--- config.mk ---
export PLATFORM = sky130hd
export DESIGN_NAME = packet_header_parser
export DESIGN_NICKNAME = d
export VERILOG_FILES = /design/src/hdl/php_pkg.sv /design/src/hdl/php_field_capture.sv /design/src/hdl/php_summary.sv /design/src/hdl/packet_header_parser.sv
export SDC_FILE = /design/constraint.sdc
export NUM_CORES = 1
export LEC_CHECK = 0
export BUFFER_PORTS_ARGS = -buffer_cell sky130_fd_sc_hd__buf_2
export CORE_ASPECT_RATIO = 1.1
export CORE_UTILIZATION = 50
export CTS_CLUSTER_SIZE = 20
export DETAILED_ROUTE_END_ITERATION = 8
export PLACE_DENSITY = 0.65
export SLEW_MARGIN = 30
export SYNTH_ARGS = -nofsm -noshare
export SYNTH_HDL_FRONTEND = slang
export SYNTH_SLANG_ARGS = --single-unit
--- constraint.sdc ---
create_clock -name clk_i -period 17.11 [get_ports clk_i]
set_input_delay 1.711 -clock clk_i [delete_from_list [all_inputs] [get_ports clk_i]]
set_output_delay 1.711 -clock clk_i [all_outputs]
set_load 0.02 [all_outputs]
--- src/hdl/php_pkg.sv ---
`default_nettype none
// ----------------------------------------------------------------------------
// php_pkg
// Shared types, codes and helpers for the packet header parser.
// ----------------------------------------------------------------------------
package php_pkg;

  localparam int unsigned IN_TDATA_W  = 8;
  localparam int unsigned OUT_TDATA_W = 144;

  localparam logic [15:0] POS_MAX     = 16'hFFFF;
  localparam logic [15:0] ETH_HDR_LEN = 16'd14;
  localparam logic [5:0]  IP_MIN_HLEN = 6'd20;
  localparam logic [3:0]  IP_MIN_IHL  = 4'd5;

  localparam logic [15:0] ETYPE_ARP  = 16'h0806;
  localparam logic [15:0] ETYPE_IPV4 = 16'h0800;
  localparam logic [15:0] ARP_OP_REQ = 16'h0001;
  localparam logic [15:0] ARP_OP_REP = 16'h0002;
  localparam logic [7:0]  IP_PROTO_ICMP = 8'h01;
  localparam logic [7:0]  IP_PROTO_TCP  = 8'h06;
  localparam logic [7:0]  IP_PROTO_UDP  = 8'h11;
  localparam logic [7:0]  ICMP_ECHO_REQ = 8'h08;
  localparam logic [7:0]  ICMP_ECHO_REP = 8'h00;

  localparam logic [1:0] FRAME_ARP   = 2'd0;
  localparam logic [1:0] FRAME_IPV4  = 2'd1;
  localparam logic [1:0] FRAME_OTHER = 2'd2;

  localparam logic [1:0] PROTO_ICMP  = 2'd0;
  localparam logic [1:0] PROTO_TCP   = 2'd1;
  localparam logic [1:0] PROTO_UDP   = 2'd2;
  localparam logic [1:0] PROTO_OTHER = 2'd3;

  localparam logic [1:0] SUB_REQUEST = 2'd0;
  localparam logic [1:0] SUB_REPLY   = 2'd1;
  localparam logic [1:0] SUB_UNKNOWN = 2'd2;

  typedef struct packed {
    logic [15:0] pos;
    logic [7:0]  held;
    logic [1:0]  frame_kind;
    logic [1:0]  proto_kind;
    logic [3:0]  ihl;
    logic [15:0] total_len;
    logic [15:0] hdr_sum;
    logic [15:0] seg_sum;
    logic [15:0] addr_sum;
    logic [31:0] src_ip;
    logic [31:0] dst_ip;
    logic [15:0] sport;
    logic [15:0] dport;
    logic [7:0]  ttl;
    logic [7:0]  tos;
    logic [15:0] window;
    logic [2:0]  tcp_ctl;
    logic [1:0]  sub_kind;
  } php_state_t;

  localparam php_state_t STATE_RESET = '{
    pos: '0, held: '0, frame_kind: FRAME_ARP, proto_kind: PROTO_OTHER, ihl: '0,
    total_len: '0, hdr_sum: '0, seg_sum: '0, addr_sum: '0, src_ip: '0, dst_ip: '0,
    sport: '0, dport: '0, ttl: '0, tos: '0, window: '0, tcp_ctl: '0,
    sub_kind: SUB_REQUEST
  };

  function automatic logic [15:0] oc_add(input logic [15:0] a, input logic [15:0] b);
    logic [16:0] s;
    begin
      s = {1'b0, a} + {1'b0, b};
      oc_add = s[15:0] + {15'd0, s[16]};
    end
  endfunction

  function automatic logic [5:0] ip_hlen(input logic [3:0] ihl);
    begin
      ip_hlen = (ihl < IP_MIN_IHL) ? IP_MIN_HLEN : {ihl, 2'b00};
    end
  endfunction

endpackage
`default_nettype wire

--- src/hdl/php_field_capture.sv ---
`default_nettype none
// ----------------------------------------------------------------------------
// php_field_capture
// Per-frame parse state: byte position, captured header fields and running
// ones-complement sums, updated by one frame byte per strobe.
// ----------------------------------------------------------------------------
module php_field_capture
  import php_pkg::*;
(
  input  wire logic       clk_i,
  input  wire logic       rst_ni,
  input  wire logic       en_i,
  input  wire logic [7:0] byte_i,
  input  wire logic       last_i,
  output php_state_t      upd_o
);

  php_state_t st_q, st_d, upd;

  always_comb begin
    logic [15:0] p;
    logic [15:0] k;
    logic [15:0] t;
    logic [15:0] seg_len;
    logic [15:0] word;
    logic [3:0]  ihl_eff;
    logic [5:0]  hlen;
    p       = st_q.pos;
    k       = p - ETH_HDR_LEN;
    ihl_eff = (k == 16'd0) ? byte_i[3:0] : st_q.ihl;
    hlen    = ip_hlen(ihl_eff);
    t       = k - {10'd0, hlen};
    seg_len = st_q.total_len - {10'd0, hlen};
    word    = k[0] ? {8'd0, byte_i} : {byte_i, 8'd0};
    upd     = st_q;
    if (en_i && (p != POS_MAX)) begin
      upd.pos = p + 16'd1;
      if (p == 16'd12) upd.held = byte_i;
      if (p == 16'd13) begin
        if ({st_q.held, byte_i} == ETYPE_ARP) upd.frame_kind = FRAME_ARP;
        else if ({st_q.held, byte_i} == ETYPE_IPV4) upd.frame_kind = FRAME_IPV4;
        else upd.frame_kind = FRAME_OTHER;
      end
      if (p >= ETH_HDR_LEN) begin
        if (st_q.frame_kind == FRAME_ARP) begin
          if (p == 16'd20) upd.held = byte_i;
          if (p == 16'd21) begin
            if ({st_q.held, byte_i} == ARP_OP_REQ) upd.sub_kind = SUB_REQUEST;
            else if ({st_q.held, byte_i} == ARP_OP_REP) upd.sub_kind = SUB_REPLY;
            else upd.sub_kind = SUB_UNKNOWN;
          end
          if (p >= 16'd28 && p <= 16'd31) upd.src_ip = {st_q.src_ip[23:0], byte_i};
          if (p >= 16'd38 && p <= 16'd41) upd.dst_ip = {st_q.dst_ip[23:0], byte_i};
        end else if (st_q.frame_kind == FRAME_IPV4) begin
          if (k == 16'd0) upd.ihl = byte_i[3:0];
          if (k == 16'd1) upd.tos = byte_i;
          if (k == 16'd2) upd.held = byte_i;
          if (k == 16'd3) upd.total_len = {st_q.held, byte_i};
          if (k == 16'd8) upd.ttl = byte_i;
          if (k == 16'd9) begin
            if (byte_i == IP_PROTO_ICMP) upd.proto_kind = PROTO_ICMP;
            else if (byte_i == IP_PROTO_TCP) upd.proto_kind = PROTO_TCP;
            else if (byte_i == IP_PROTO_UDP) upd.proto_kind = PROTO_UDP;
            else upd.proto_kind = PROTO_OTHER;
          end
          if (k >= 16'd12 && k <= 16'd15) upd.src_ip = {st_q.src_ip[23:0], byte_i};
          if (k >= 16'd16 && k <= 16'd19) upd.dst_ip = {st_q.dst_ip[23:0], byte_i};
          if (k >= 16'd12 && k <= 16'd19) upd.addr_sum = oc_add(st_q.addr_sum, word);
          if (ihl_eff >= IP_MIN_IHL && k < {10'd0, ihl_eff, 2'b00})
            upd.hdr_sum = oc_add(st_q.hdr_sum, word);
          if (k >= {10'd0, hlen}) begin
            case (st_q.proto_kind)
              PROTO_ICMP: begin
                if (t == 16'd0) begin
                  if (byte_i == ICMP_ECHO_REQ) upd.sub_kind = SUB_REQUEST;
                  else if (byte_i == ICMP_ECHO_REP) upd.sub_kind = SUB_REPLY;
                  else upd.sub_kind = SUB_UNKNOWN;
                end
              end
              PROTO_TCP: begin
                if (t < 16'd4) begin
                  if (t[1]) upd.dport = {st_q.dport[7:0], byte_i};
                  else upd.sport = {st_q.sport[7:0], byte_i};
                end
                if (t == 16'd13) upd.tcp_ctl = byte_i[2:0];
                if (t == 16'd14 || t == 16'd15) upd.window = {st_q.window[7:0], byte_i};
                if (st_q.total_len >= {10'd0, hlen} && t < seg_len)
                  upd.seg_sum = oc_add(st_q.seg_sum, t[0] ? {8'd0, byte_i} : {byte_i, 8'd0});
              end
              PROTO_UDP: begin
                if (t < 16'd4) begin
                  if (t[1]) upd.dport = {st_q.dport[7:0], byte_i};
                  else upd.sport = {st_q.sport[7:0], byte_i};
                end
              end
              default: begin
              end
            endcase
          end
        end
      end
    end
  end

  always_comb begin
    st_d = upd;
    if (en_i && last_i) st_d = STATE_RESET;
  end

  always_ff @(posedge clk_i or negedge rst_ni) begin
    if (!rst_ni) begin
      st_q <= STATE_RESET;
    end else begin
      st_q <= st_d;
    end
  end

  assign upd_o = upd;

endmodule
`default_nettype wire

--- src/hdl/php_summary.sv ---
`default_nettype none
// ----------------------------------------------------------------------------
// php_summary
// Frame summary: checksum verdicts and packing of the result word from the
// parse state after the final byte.
// ----------------------------------------------------------------------------
module php_summary
  import php_pkg::*;
(
  input  wire php_state_t               st_i,
  output logic [OUT_TDATA_W-1:0]        tdata_o
);

  logic [5:0]  hlen;
  logic [15:0] seg_len;
  logic [17:0] sum_wide;
  logic [16:0] sum_fold;
  logic [15:0] seg_total;
  logic        ipv4;
  logic        hdr_ok;
  logic        tcp_ok;
  logic [1:0]  flags;

  assign hlen    = ip_hlen(st_i.ihl);
  assign seg_len = st_i.total_len - {10'd0, hlen};
  assign ipv4    = (st_i.frame_kind == FRAME_IPV4);

  assign sum_wide  = {2'd0, st_i.seg_sum} + {2'd0, st_i.addr_sum}
                   + {10'd0, IP_PROTO_TCP} + {2'd0, seg_len};
  assign sum_fold  = {1'b0, sum_wide[15:0]} + {15'd0, sum_wide[17:16]};
  assign seg_total = sum_fold[15:0] + {15'd0, sum_fold[16]};

  assign hdr_ok = ipv4 && (st_i.ihl >= IP_MIN_IHL)
               && (st_i.pos >= (ETH_HDR_LEN + {10'd0, hlen}))
               && (st_i.hdr_sum == 16'hFFFF);
  assign tcp_ok = ipv4 && (st_i.proto_kind == PROTO_TCP)
               && (st_i.total_len >= {10'd0, hlen})
               && ({1'b0, st_i.pos} >= ({1'b0, ETH_HDR_LEN} + {1'b0, st_i.total_len}))
               && (seg_total == 16'hFFFF);
  assign flags  = {tcp_ok, hdr_ok};

  assign tdata_o = {5'd0, st_i.window, st_i.tcp_ctl, st_i.dport, st_i.sport,
                    st_i.dst_ip, st_i.src_ip, flags, st_i.tos, st_i.ttl,
                    st_i.sub_kind, st_i.proto_kind, st_i.frame_kind};

endmodule
`default_nettype wire

--- src/hdl/packet_header_parser.sv ---
`default_nettype none
// ----------------------------------------------------------------------------
// packet_header_parser
// Ethernet / ARP / IPv4 / TCP / UDP / ICMP header parser, one byte per clock when not stalled.
//
// The slave stream carries an Ethernet frame from the destination MAC on,
// one byte per request, with tlast on the final byte. The master stream
// gives one summary per frame, presented after the tlast byte: class of
// frame and protocol, ARP/ICMP kind, TTL, TOS, checksum verdicts, addresses,
// ports, TCP flags and window.
// A byte taken lands in the input register and is parsed as it leaves it;
// the summary of a frame is registered as its tlast byte leaves. One byte
// is accepted every cycle unless stalled, including across frame
// boundaries; the parse state is cleared as the tlast byte is consumed.
// The only stall is a tlast byte waiting while the previous summary has
// not yet been taken: input bytes then back up in the input register and
// tready falls. Bytes not marked tlast always move on.
// Reset clears the parse state and both valid flags.
// ----------------------------------------------------------------------------
module packet_header_parser
  import php_pkg::*;
(
  input  wire logic                   clk_i,
  input  wire logic                   rst_ni,
  input  wire logic                   s_axis_tvalid_i,
  output logic                        s_axis_tready_o,
  input  wire logic [IN_TDATA_W-1:0]  s_axis_tdata_i,   // [7:0] data_byte
  input  wire logic                   s_axis_tlast_i,
  output logic                        m_axis_tvalid_o,
  input  wire logic                   m_axis_tready_i,
  // [1:0] frame_class, [3:2] proto_class, [5:4] sub_kind, [13:6] time_to_live,
  // [21:14] type_of_service, [23:22] checksum_flags, [55:24] source_ip,
  // [87:56] dest_ip, [103:88] source_port, [119:104] dest_port,
  // [122:120] tcp_control, [138:123] window_size
  output logic [OUT_TDATA_W-1:0]      m_axis_tdata_o
);

  logic                   in_vld_q, in_vld_d;
  logic [7:0]             in_byte_q;
  logic                   in_last_q;
  logic                   s_accept;
  logic                   adv;
  logic                   out_vld_q, out_vld_d;
  logic [OUT_TDATA_W-1:0] out_data_q;
  logic [OUT_TDATA_W-1:0] summary;
  php_state_t             upd;

  assign adv             = in_vld_q && (!in_last_q || !out_vld_q || m_axis_tready_i);
  assign s_axis_tready_o = !in_vld_q || adv;
  assign s_accept        = s_axis_tvalid_i && s_axis_tready_o;

  always_comb begin
    in_vld_d = in_vld_q;
    if (s_accept) in_vld_d = 1'b1;
    else if (adv) in_vld_d = 1'b0;
  end

  always_ff @(posedge clk_i or negedge rst_ni) begin
    if (!rst_ni) begin
      in_vld_q <= 1'b0;
    end else begin
      in_vld_q <= in_vld_d;
    end
  end

  always_ff @(posedge clk_i) begin
    if (s_accept) begin
      in_byte_q <= s_axis_tdata_i;
      in_last_q <= s_axis_tlast_i;
    end
  end

  php_field_capture u_capture (
    .clk_i  (clk_i),
    .rst_ni (rst_ni),
    .en_i   (adv),
    .byte_i (in_byte_q),
    .last_i (in_last_q),
    .upd_o  (upd)
  );

  php_summary u_summary (
    .st_i    (upd),
    .tdata_o (summary)
  );

  always_comb begin
    out_vld_d = out_vld_q;
    if (adv && in_last_q) out_vld_d = 1'b1;
    else if (m_axis_tready_i) out_vld_d = 1'b0;
  end

  always_ff @(posedge clk_i or negedge rst_ni) begin
    if (!rst_ni) begin
      out_vld_q <= 1'b0;
    end else begin
      out_vld_q <= out_vld_d;
    end
  end

  always_ff @(posedge clk_i) begin
    if (adv && in_last_q) out_data_q <= summary;
  end

  assign m_axis_tvalid_o = out_vld_q;
  assign m_axis_tdata_o  = out_data_q;

  a_out_from_last : assert property (@(posedge clk_i) disable iff (!rst_ni)
    $rose(out_vld_q) |-> $past(adv && in_last_q))
    else $error("summary without a consumed tlast byte");

  a_hold_on_stall : assert property (@(posedge clk_i) disable iff (!rst_ni)
    (in_vld_q && !adv) |=> (in_vld_q && $stable(in_byte_q) && $stable(in_last_q)))
    else $error("input register lost a stalled byte");

  a_tcp_ok_class : assert property (@(posedge clk_i) disable iff (!rst_ni)
    (out_vld_q && out_data_q[23]) |->
      (out_data_q[1:0] == FRAME_IPV4 && out_data_q[3:2] == PROTO_TCP))
    else $error("TCP checksum pass on a non-TCP frame");

  a_frame_code : assert property (@(posedge clk_i) disable iff (!rst_ni)
    out_vld_q |-> (out_data_q[1:0] != 2'd3))
    else $error("invalid frame class");

endmodule
`default_nettype wire
==> reports/metrics.sh, run 1 <==
TRACK_USAGE_PCT=26.9
SIMPLE_GATE_PORTION_OF_THE_SYNTHESIZED_AREA_PCT=19.6
HOLD_VIOLATIONS=0
YOSYS_REGISTER_BITS=379
TIMING_WORST_SETUP_PATH_TYPE='register to register'
YOSYS.AREA_SHARE.ADDER_PCT=9.25
DRT-INITIAL-DRC-COUNT=1429
OUTCOME='finished, final reports clean'
TIMING.CRITICAL_PATH.FROM_TYPE='register'
CLOCK_PATH_BUFFERS=3
MAXCAPVIOLATIONS=0
CRITPATHTOPFAMILY='simple AND/OR/NAND/NOR gates'
FLOORPLAN.DIE.HEIGHT_UM=234
GP_CONGESTION=0.951
FLIP_FLOP_CELL_WITH_THE_HIGHEST_COUNT_AFTER_SYNTHESIS='dfrtp_1'
UTILIZATION_PCT=56.5
AREA_SHARE_OF_THE_LARGEST_CELL_TYPE_AFTER_SYNTHESIS_PCT=23.4
MIN_PATH_TYPE='register to register'
DETAILROUTE.WIRELENGTH.MET3_UM=2740
COREAREA_MM2=0.0481
POWER_DENSITY_mW_PER_MM2=84.2
PLACEMENT_ROWS=84
PWR-SHARE-CLK_PCT=38.6
TIMING.FINAL.SETUP_VIOLATIONS=0
ROUTED-VIA-COUNT=18300
DESIGN.PORTCOUNT=159
POST_ROUTE_ANT_NETS=0
POSTCTSRESIZEDCELLS=0
POST_SYNTH_INST_COUNT=2372
INITIAL_CORE_UTIL_PCT=51.0
DRC_ERRORS=0
POST-CTS-SETUP-BUFFERS=0
SWITCHING_SHARE_PCT=29.2
DIE-AREA_MM2=0.0500
MAX_CLOCK_FREQ_MHz=66.2
FRACTION_OF_THE_YOSYS_AREA_TAKEN_BY_SEQUENTIAL_CELLS_PCT=41.7
REQUIRED_NS=17.51
SYNTH_CELL_TYPE_COUNT=98
VIA_PER_INST=5.81
CLK_ROOT_BUFFER_CELL='clkbuf_16'
DRT-PASS1-ITER-COUNT=5
CLKSLEWWORSTSETUPHOLDPATHS_NS=0.07
GRT_MAX_DEGREE=113
PLACE.DETAILED.INSTANCES=3085
MAPPEDNETLISTAREA_MM2=0.0245
FILL_CELLS=4238
GRT-OVFL-TOTAL=0
SYNTHESIS.YOSYS.WARNINGS=0
VIAS_IN_THE_FIRST_GLOBAL_ROUTE=18300
DRIVE_GT1_SHARE_PCT=17.4
FINAL_CELLS=3159
GRT_FIRST_PASS_WIRELENGTH_UM=104000
SHARE_OF_THE_SYNTHESIZED_AREA_IN_COMPOUND_GATES_AO_OA_AOI_OAI_PCT=10.7
CTS_HOLD_REPAIR.BUFFERS=0
CRIT_PATH_TOP_DELAY_CELL='dfrtp_1'
POWER.NET_SWITCHING_mW=0.668
MULTI_INPUT_LOGIC_AREA_MM2=0.0136
SYNTH_MUX_AREA_SHARE_PCT=9.23
CRIT_PATH_MAX_INCR_DELAY_NS=0.69
FIN_TNS_SETUP_NS=0
SEQUENTIALPOWERSHARE_PCT=43.3
PORT_BUFFERS=153
CTS_MAX_LEVEL=2
LEAKAGE_nW=12.4
SYNTH_TOP_FAMILY_BY_AREA='simple AND/OR/NAND/NOR gates'
TIGHTESTPINTRANSITION_NS=0.942
SYN-MEAN-INSTANCE-AREA_UM2=10.3
NUMBER_OF_SINKS_ON_THE_CLOCK_NET=379
FINISH.NET_COUNT=2672
WL_PER_CELL_UM=20.9
MET2WIRELENGTH_UM=32400
SYNTHARSTFLOPSHARE_PCT=60.9
MIN_PERIOD_NS=15.11
LAYOUT_WORST_PATH_CYCLE_SHARE_PCT=88.3
ARRIVAL_WORST_ENDPOINT_NS=15.51
ENDPOINT_KIND='register'
DETAILEDPLACEMENTHPWL_UM=48200
SYNTH_XOR_AREA_SHARE_PCT=6.67
COMB_POWER_SHARE_PCT=18.1
SYNTH.TOP_CELLS.BY_AREA='dfrtp_1, edfxtp_1, ha_1'
HOLD_WS_NS=0.523
SYNTH_TOP_AREA_CELL='dfrtp_1'
CTS_INSERTED_BUFFERS=41
REPORT.FINAL.SLEW_VIOL_COUNT=0
WORST_SKEW_PAIR.LATE_LATENCY_NS=0.58
IR_DROP_V=0.0000671
CP_NUM_BUF_INV=2
CP_MAX_FO=16
WL_MET1_UM=29400
GRT_ANTENNA_BEFORE_REPAIR=1
CTS_TREE='yes'
MAXUSEDROUTINGLAYER='met4'
SYNTH_ENABLE_FLOP_CELLS=148
REGISTER_AREA_MM2=0.0102
SETUP_WS_NS=2.00
UNREPAIRED_SETUP_ENDPOINTS_AFTER_GLOBAL_ROUTING='false'
POWER.INTERNAL_mW=1.62
PATH_COMMON_CELL='ha_1'
TIMING.SLEW.HEADROOM_PCT=37.2
FIN_SKEW_NS=0.0235
SYNTH_TO_FINAL_AREA_CHANGE_PCT=10.9
FLOORPLAN.DIE.WIDTH_UM=213
POST_PLACE_SETUP_SLACK_NS=2.20
WL_UM=66100
## worst min-delay path: cells and delay by family (launching register included)
family           cells  cell delay (ns)
AND/OR/NAND/NOR      1             0.07
AO/OA/AOI/OAI        1             0.06
flip-flops           1             0.36
## power by group through the flow
stage	clock (mW)	combinational [mW]	sequential, mW
2_1_floorplan	0	0.270	1.02
3_3_place_gp	0	0.404	1.01
4_1_cts	0.905	0.412	0.991
5_1_grt	0.941	0.455	0.994
3_5_place_dp	0	0.409	1.01
6_report	0.884	0.415	0.992
## metrics by stage
stage	power [mW]	cell area, µm²
floorplan	1.29	24600
global placement	1.41	25800
detailed placement	1.42	25800
CTS	2.31	27200
global route	2.39	27200
finish	2.29	27200
## layout make-up
class | instances | area share [%]
Multi-Input combinational cell | 1830 | 50.1
Sequential cell | 379 | 37.6
Clock buffer | 58 | 4.34
Timing Repair Buffer | 178 | 3.57
Tap cell | 645 | 2.97
Inverter | 53 | 0.759
Clock inverter | 15 | 0.639
Antenna cell | 1 | 0.00920
## path summary, 6_finish.rpt
kind | to | slack (ns) | start | cells after the start
hold / removal | u_capture.st_q[24]$_DFF_PN0_ | 0.52 | u_capture.st_q[24]$_DFF_PN0_ | 2
setup reg to reg | m_axis_tdata_o[23]$_DFFE_PP_ | 2.00 | u_capture.st_q[215]$_DFF_PN0_ | 61
setup / recovery | m_axis_tdata_o[23]$_DFFE_PP_ | 2.00 | u_capture.st_q[215]$_DFF_PN0_ | 61
max in group asynchronous | u_capture.st_q[125]$_DFF_PN0_ | 13.92 | rst_ni | 3
min in group asynchronous | u_capture.st_q[24]$_DFF_PN0_ | 1.13 | rst_ni | 1
hold reg to reg | u_capture.st_q[24]$_DFF_PN0_ | 0.52 | u_capture.st_q[24]$_DFF_PN0_ | 2
## synthesized netlist by cell type (32+ instances only)
| cell type | count |
|---|---|
| a21o_1 | 36 |
| edfxtp_1 | 148 |
| xnor2_1 | 123 |
| xor2_1 | 64 |
| nor2b_1 | 35 |
| a21oi_1 | 113 |
| nand3_1 | 75 |
| nor3_1 | 51 |
| o21ai_0 | 56 |
| dfrtp_1 | 229 |
| a211oi_1 | 32 |
| and2_1 | 197 |
| inv_1 | 53 |
| nor2_1 | 173 |
| mux2i_1 | 44 |
| nand2b_1 | 34 |
| nand2_1 | 136 |
| mux2_2 | 121 |
| ha_1 | 167 |
| clkbuf_1 | 83 |
## routing by layer
metal / vias up / GRT usage, %
met1: 9022 / 36.0
met4: 0 / 7.77
met5: - / 0
li1: 8783 / -
met2: 433 / 45.5
met3: 102 / 3.37
## registers in the layout, summed over array words and instances, names as in the netlist
signal / cells
u_capture.st_q: 229
in_last_q: 1
m_axis_tvalid_o: 1
in_vld_q: 1
in_byte_q: 8
m_axis_tdata_o: 139
## kinds of logic (layout without fill, tap and decap cells)
logic type / Yosys count / in the layout
muxes: 196 / 196
and+or+nand+nor: 877 / 877
DFF: 379 / 379
adders and majority gates: 176 / 176
AOI/OAI and AO/OA: 389 / 389
buffers and inverters: 167 / 304
xor gates and xnor gates: 187 / 187
other: 1 / 6
## cell usage in the layout, fill, tap and decap left out, drive strengths merged, types with 77 or more instances in the layout
cell / Yosys / routed
xnor2: 123 / 123
and2: 198 / 198
buf: 31 / 178
nand3: 77 / 77
nor2: 174 / 174
nand2: 136 / 136
mux2: 152 / 152
a21oi: 113 / 113
ha: 167 / 167
dfrtp: 229 / 229
edfxtp: 148 / 148
No activity file was read; power rests on OpenSTA's default activity.
==> run 2: changes to the inputs <==
==> constraint.sdc (replaced) <==
create_clock -name clk_i -period 14.9 [get_ports clk_i]
set_input_delay 1.49 -clock clk_i [delete_from_list [all_inputs] [get_ports clk_i]]
set_output_delay 1.49 -clock clk_i [all_outputs]
set_load 0.02 [all_outputs]
==> reports/metrics.sh, run 2 (synthesis gave the netlist of run 1 again) <==
INITIAL_CORE_UTIL_PCT=51.0
DRT-INITIAL-DRC-COUNT=1562
WL_PER_CELL_UM=20.7
COUNT_OF_CELLS_ALONG_THE_WORST_REGISTER_TO_REGISTER_PATH=60
UTILIZATION_PCT=56.9
GRT-OVFL-TOTAL=0
MAXCAPVIOLATIONS=0
NUMBER_OF_SINKS_ON_THE_CLOCK_NET=379
IR_DROP_V=0.0000811
COMMONEST_NON_FILL_NON_TAP_CELLS_IN_THE_LAYOUT='dfrtp_1, and2_1, nor2_1'
LARGEST_REGISTER_FFS=229
DESIGN.PORTCOUNT=159
ROUTED-VIA-COUNT=18500
CTS_MAX_LEVEL=2
LEAKAGE_nW=12.5
ARRIVAL_WORST_ENDPOINT_NS=14.12
CRITICAL_PATH.REG2REG.ENDPOINT='m_axis_tdata_o[23]$_DFFE_PP_'
UNREPAIRED_SETUP_ENDPOINTS_AFTER_GLOBAL_ROUTING='false'
LAYOUT_WORST_PATH_CYCLE_SHARE_PCT=92.1
POWER_DENSITY_mW_PER_MM2=96.6
DRT-PASS1-ITER-COUNT=5
POWER.NET_SWITCHING_mW=0.772
HOLD_PATH_DEPTH=2
FIN_SKEW_NS=0.0261
WORST_HOLD_PATH.ENDPOINT='m_axis_tdata_o[14]$_DFFE_PP_'
WORST_SKEW_PAIR.LATE_LATENCY_NS=0.57
CTS_INSERTED_BUFFERS=41
TIMING.RR.START='u_capture.st_q[217]$_DFF_PN0_'
PLACEMENT_ROWS=84
DRIVE_GT1_SHARE_PCT=18.3
DRC_ERRORS=0
PATH_COMMON_CELL='ha_1'
REQUIRED_NS=15.29
TIMING.FINAL.SETUP_VIOLATIONS=0
CP_MAX_FO=15
GRT_MAX_DEGREE=109
DETAILEDPLACEMENTHPWL_UM=47700
VIA_PER_INST=5.84
MIN_PERIOD_NS=13.73
CTS_TREE='yes'
TRACK_USAGE_PCT=26.5
CRIT_PATH_MAX_INCR_DELAY_NS=0.56
FIN_TNS_SETUP_NS=0
CLKSLEWWORSTSETUPHOLDPATHS_NS=0.06
GP_CONGESTION=0.986
POWER.INTERNAL_mW=1.87
OUTCOME='finished, final reports clean'
FLOORPLAN.DIE.HEIGHT_UM=234
PWR-SHARE-CLK_PCT=38.7
CLOCK_PATH_BUFFERS=3
TIGHTESTPINTRANSITION_NS=0.969
GRT_FIRST_PASS_WIRELENGTH_UM=103000
SYNTH_TO_FINAL_AREA_CHANGE_PCT=11.5
TIMING.SLEW.HEADROOM_PCT=34.8
MAX_CLOCK_FREQ_MHz=72.9
HOLD_VIOLATIONS=0
DIE-AREA_MM2=0.0500
MAX_FLOP_REGISTER='u_capture.st_q'
ENDPOINT_KIND='register'
FILL_CELLS=4211
TIMING_WORST_SETUP_PATH_TYPE='register to register'
FLOORPLAN.DIE.WIDTH_UM=213
VIAS_IN_THE_FIRST_GLOBAL_ROUTE=18300
WL_UM=65800
SEQUENTIALPOWERSHARE_PCT=42.6
HOLD_WS_NS=0.525
FINISH.NET_COUNT=2679
TIMING.CRITICAL_PATH.FROM_TYPE='register'
GRT_ANTENNA_BEFORE_REPAIR=3
POST_ROUTE_ANT_NETS=0
MIN_PATH_TYPE='register to register'
COMB_POWER_SHARE_PCT=18.8
PORT_BUFFERS=153
COREAREA_MM2=0.0481
LAYOUT.CELLS.MOST_COMMON='dfrtp_1'
REPORT.FINAL.SLEW_VIOL_COUNT=0
FLOP2FLOP_SETUP_SLACK_NS=1.17
CLK_ROOT_BUFFER_CELL='clkbuf_16'
HOLDCRITSTARTPOINT='u_capture.st_q[21]$_DFF_PN0_'
CRIT_PATH_TOP_DELAY_CELL='dfrtp_1'
SWITCHING_SHARE_PCT=29.2
[run 2: changes by cell type in the layout (fill, tap and decap cells not counted), moves of 3 or more]
cell | before | now
clkbuf_8 | 9 | 4
clkbuf_1 | 8 | 11
dfrtp_1 | 229 | 224
clkinv_2 | 4 | 7
dfrtp_2 | 0 | 5
buf_4 | 23 | 28
[run 2: layout make-up]
type | instances | area, µm² | area share, %
antenna | 2 | 5.00 | 0.0183
clock buffer | 57 | 1150 | 4.19
clock inverter | 19 | 208 | 0.759
inverter | 53 | 206 | 0.754
multi-input combinational | 1830 | 13700 | 50.1
sequential | 379 | 10200 | 37.4
tap | 645 | 807 | 2.95
timing repair buffer | 185 | 1050 | 3.83
[run 2: worst max-delay path by stage]
stage | from | endpoint | slack (ns)
2_1_floorplan | u_capture.st_q[214]$_DFF_PN0_ | m_axis_tdata_o[23]$_DFFE_PP_ | 1.80
3_3_place_gp | u_capture.st_q[214]$_DFF_PN0_ | m_axis_tdata_o[23]$_DFFE_PP_ | 0.79
3_5_place_dp | u_capture.st_q[214]$_DFF_PN0_ | m_axis_tdata_o[23]$_DFFE_PP_ | 0.31
4_1_cts | u_capture.st_q[214]$_DFF_PN0_ | m_axis_tdata_o[23]$_DFFE_PP_ | 0.27
5_1_grt | u_capture.st_q[217]$_DFF_PN0_ | m_axis_tdata_o[23]$_DFFE_PP_ | 0.005
6_report | u_capture.st_q[217]$_DFF_PN0_ | m_axis_tdata_o[23]$_DFFE_PP_ | 1.17
[run 2: worst max-delay path, delay by kind of cell (launching register included)]
kind / cells / cell delay [ns]
AOI/OAI and AO/OA: 20 / 4.23
xor gates and xnor gates: 5 / 1.01
adders and majority gates: 8 / 2.31
buffers and inverters: 3 / 0.54
DFF: 1 / 0.56
muxes: 2 / 0.67
and+or+nand+nor: 22 / 4.21
[run 2: power by group through the flow]
| stage | Clock, mW | Combinational [mW] | Sequential (mW) |
|---|---|---|---|
| floorplan | 0 | 0.310 | 1.17 |
| global placement | 0 | 0.476 | 1.15 |
| detailed placement | 0 | 0.485 | 1.15 |
| CTS | 1.05 | 0.488 | 1.13 |
| global route | 1.09 | 0.545 | 1.13 |
| finish | 1.02 | 0.496 | 1.13 |
[run 2: timing repair]
| action | in CTS | in global routing |
|---|---|---|
| setup endpoints to repair | 0 | 1 |
| hold endpoints to repair | 0 | 0 |
| hold buffers | 0 | 0 |
| setup buffers | 0 | 3 |
| resized for setup | 0 | 21 |
[run 2: routing by layer]
| metal | track usage [%] | share of wire, % | up-vias |
|---|---|---|---|
| met4 | 9.08 | 3.1 | 2 |
| met2 | 44.4 | 48 | 523 |
| met5 | 0 | 0.023 | - |
| li1 | - | - | 8786 |
| met3 | 3.83 | 5.1 | 116 |
| met1 | 35.1 | 43 | 9083 |
[run 2: metrics by stage]
stage	setup slack [ns]	area, µm²	power, mW	std cells
floorplan	1.80	24600	1.48	2376
finish	1.17	27400	2.65	3170
CTS	0.275	27200	2.66	3165
global placement	0.786	25900	1.62	3088
global route	0.00518	27400	2.76	3168
detailed placement	0.312	25900	1.63	3089
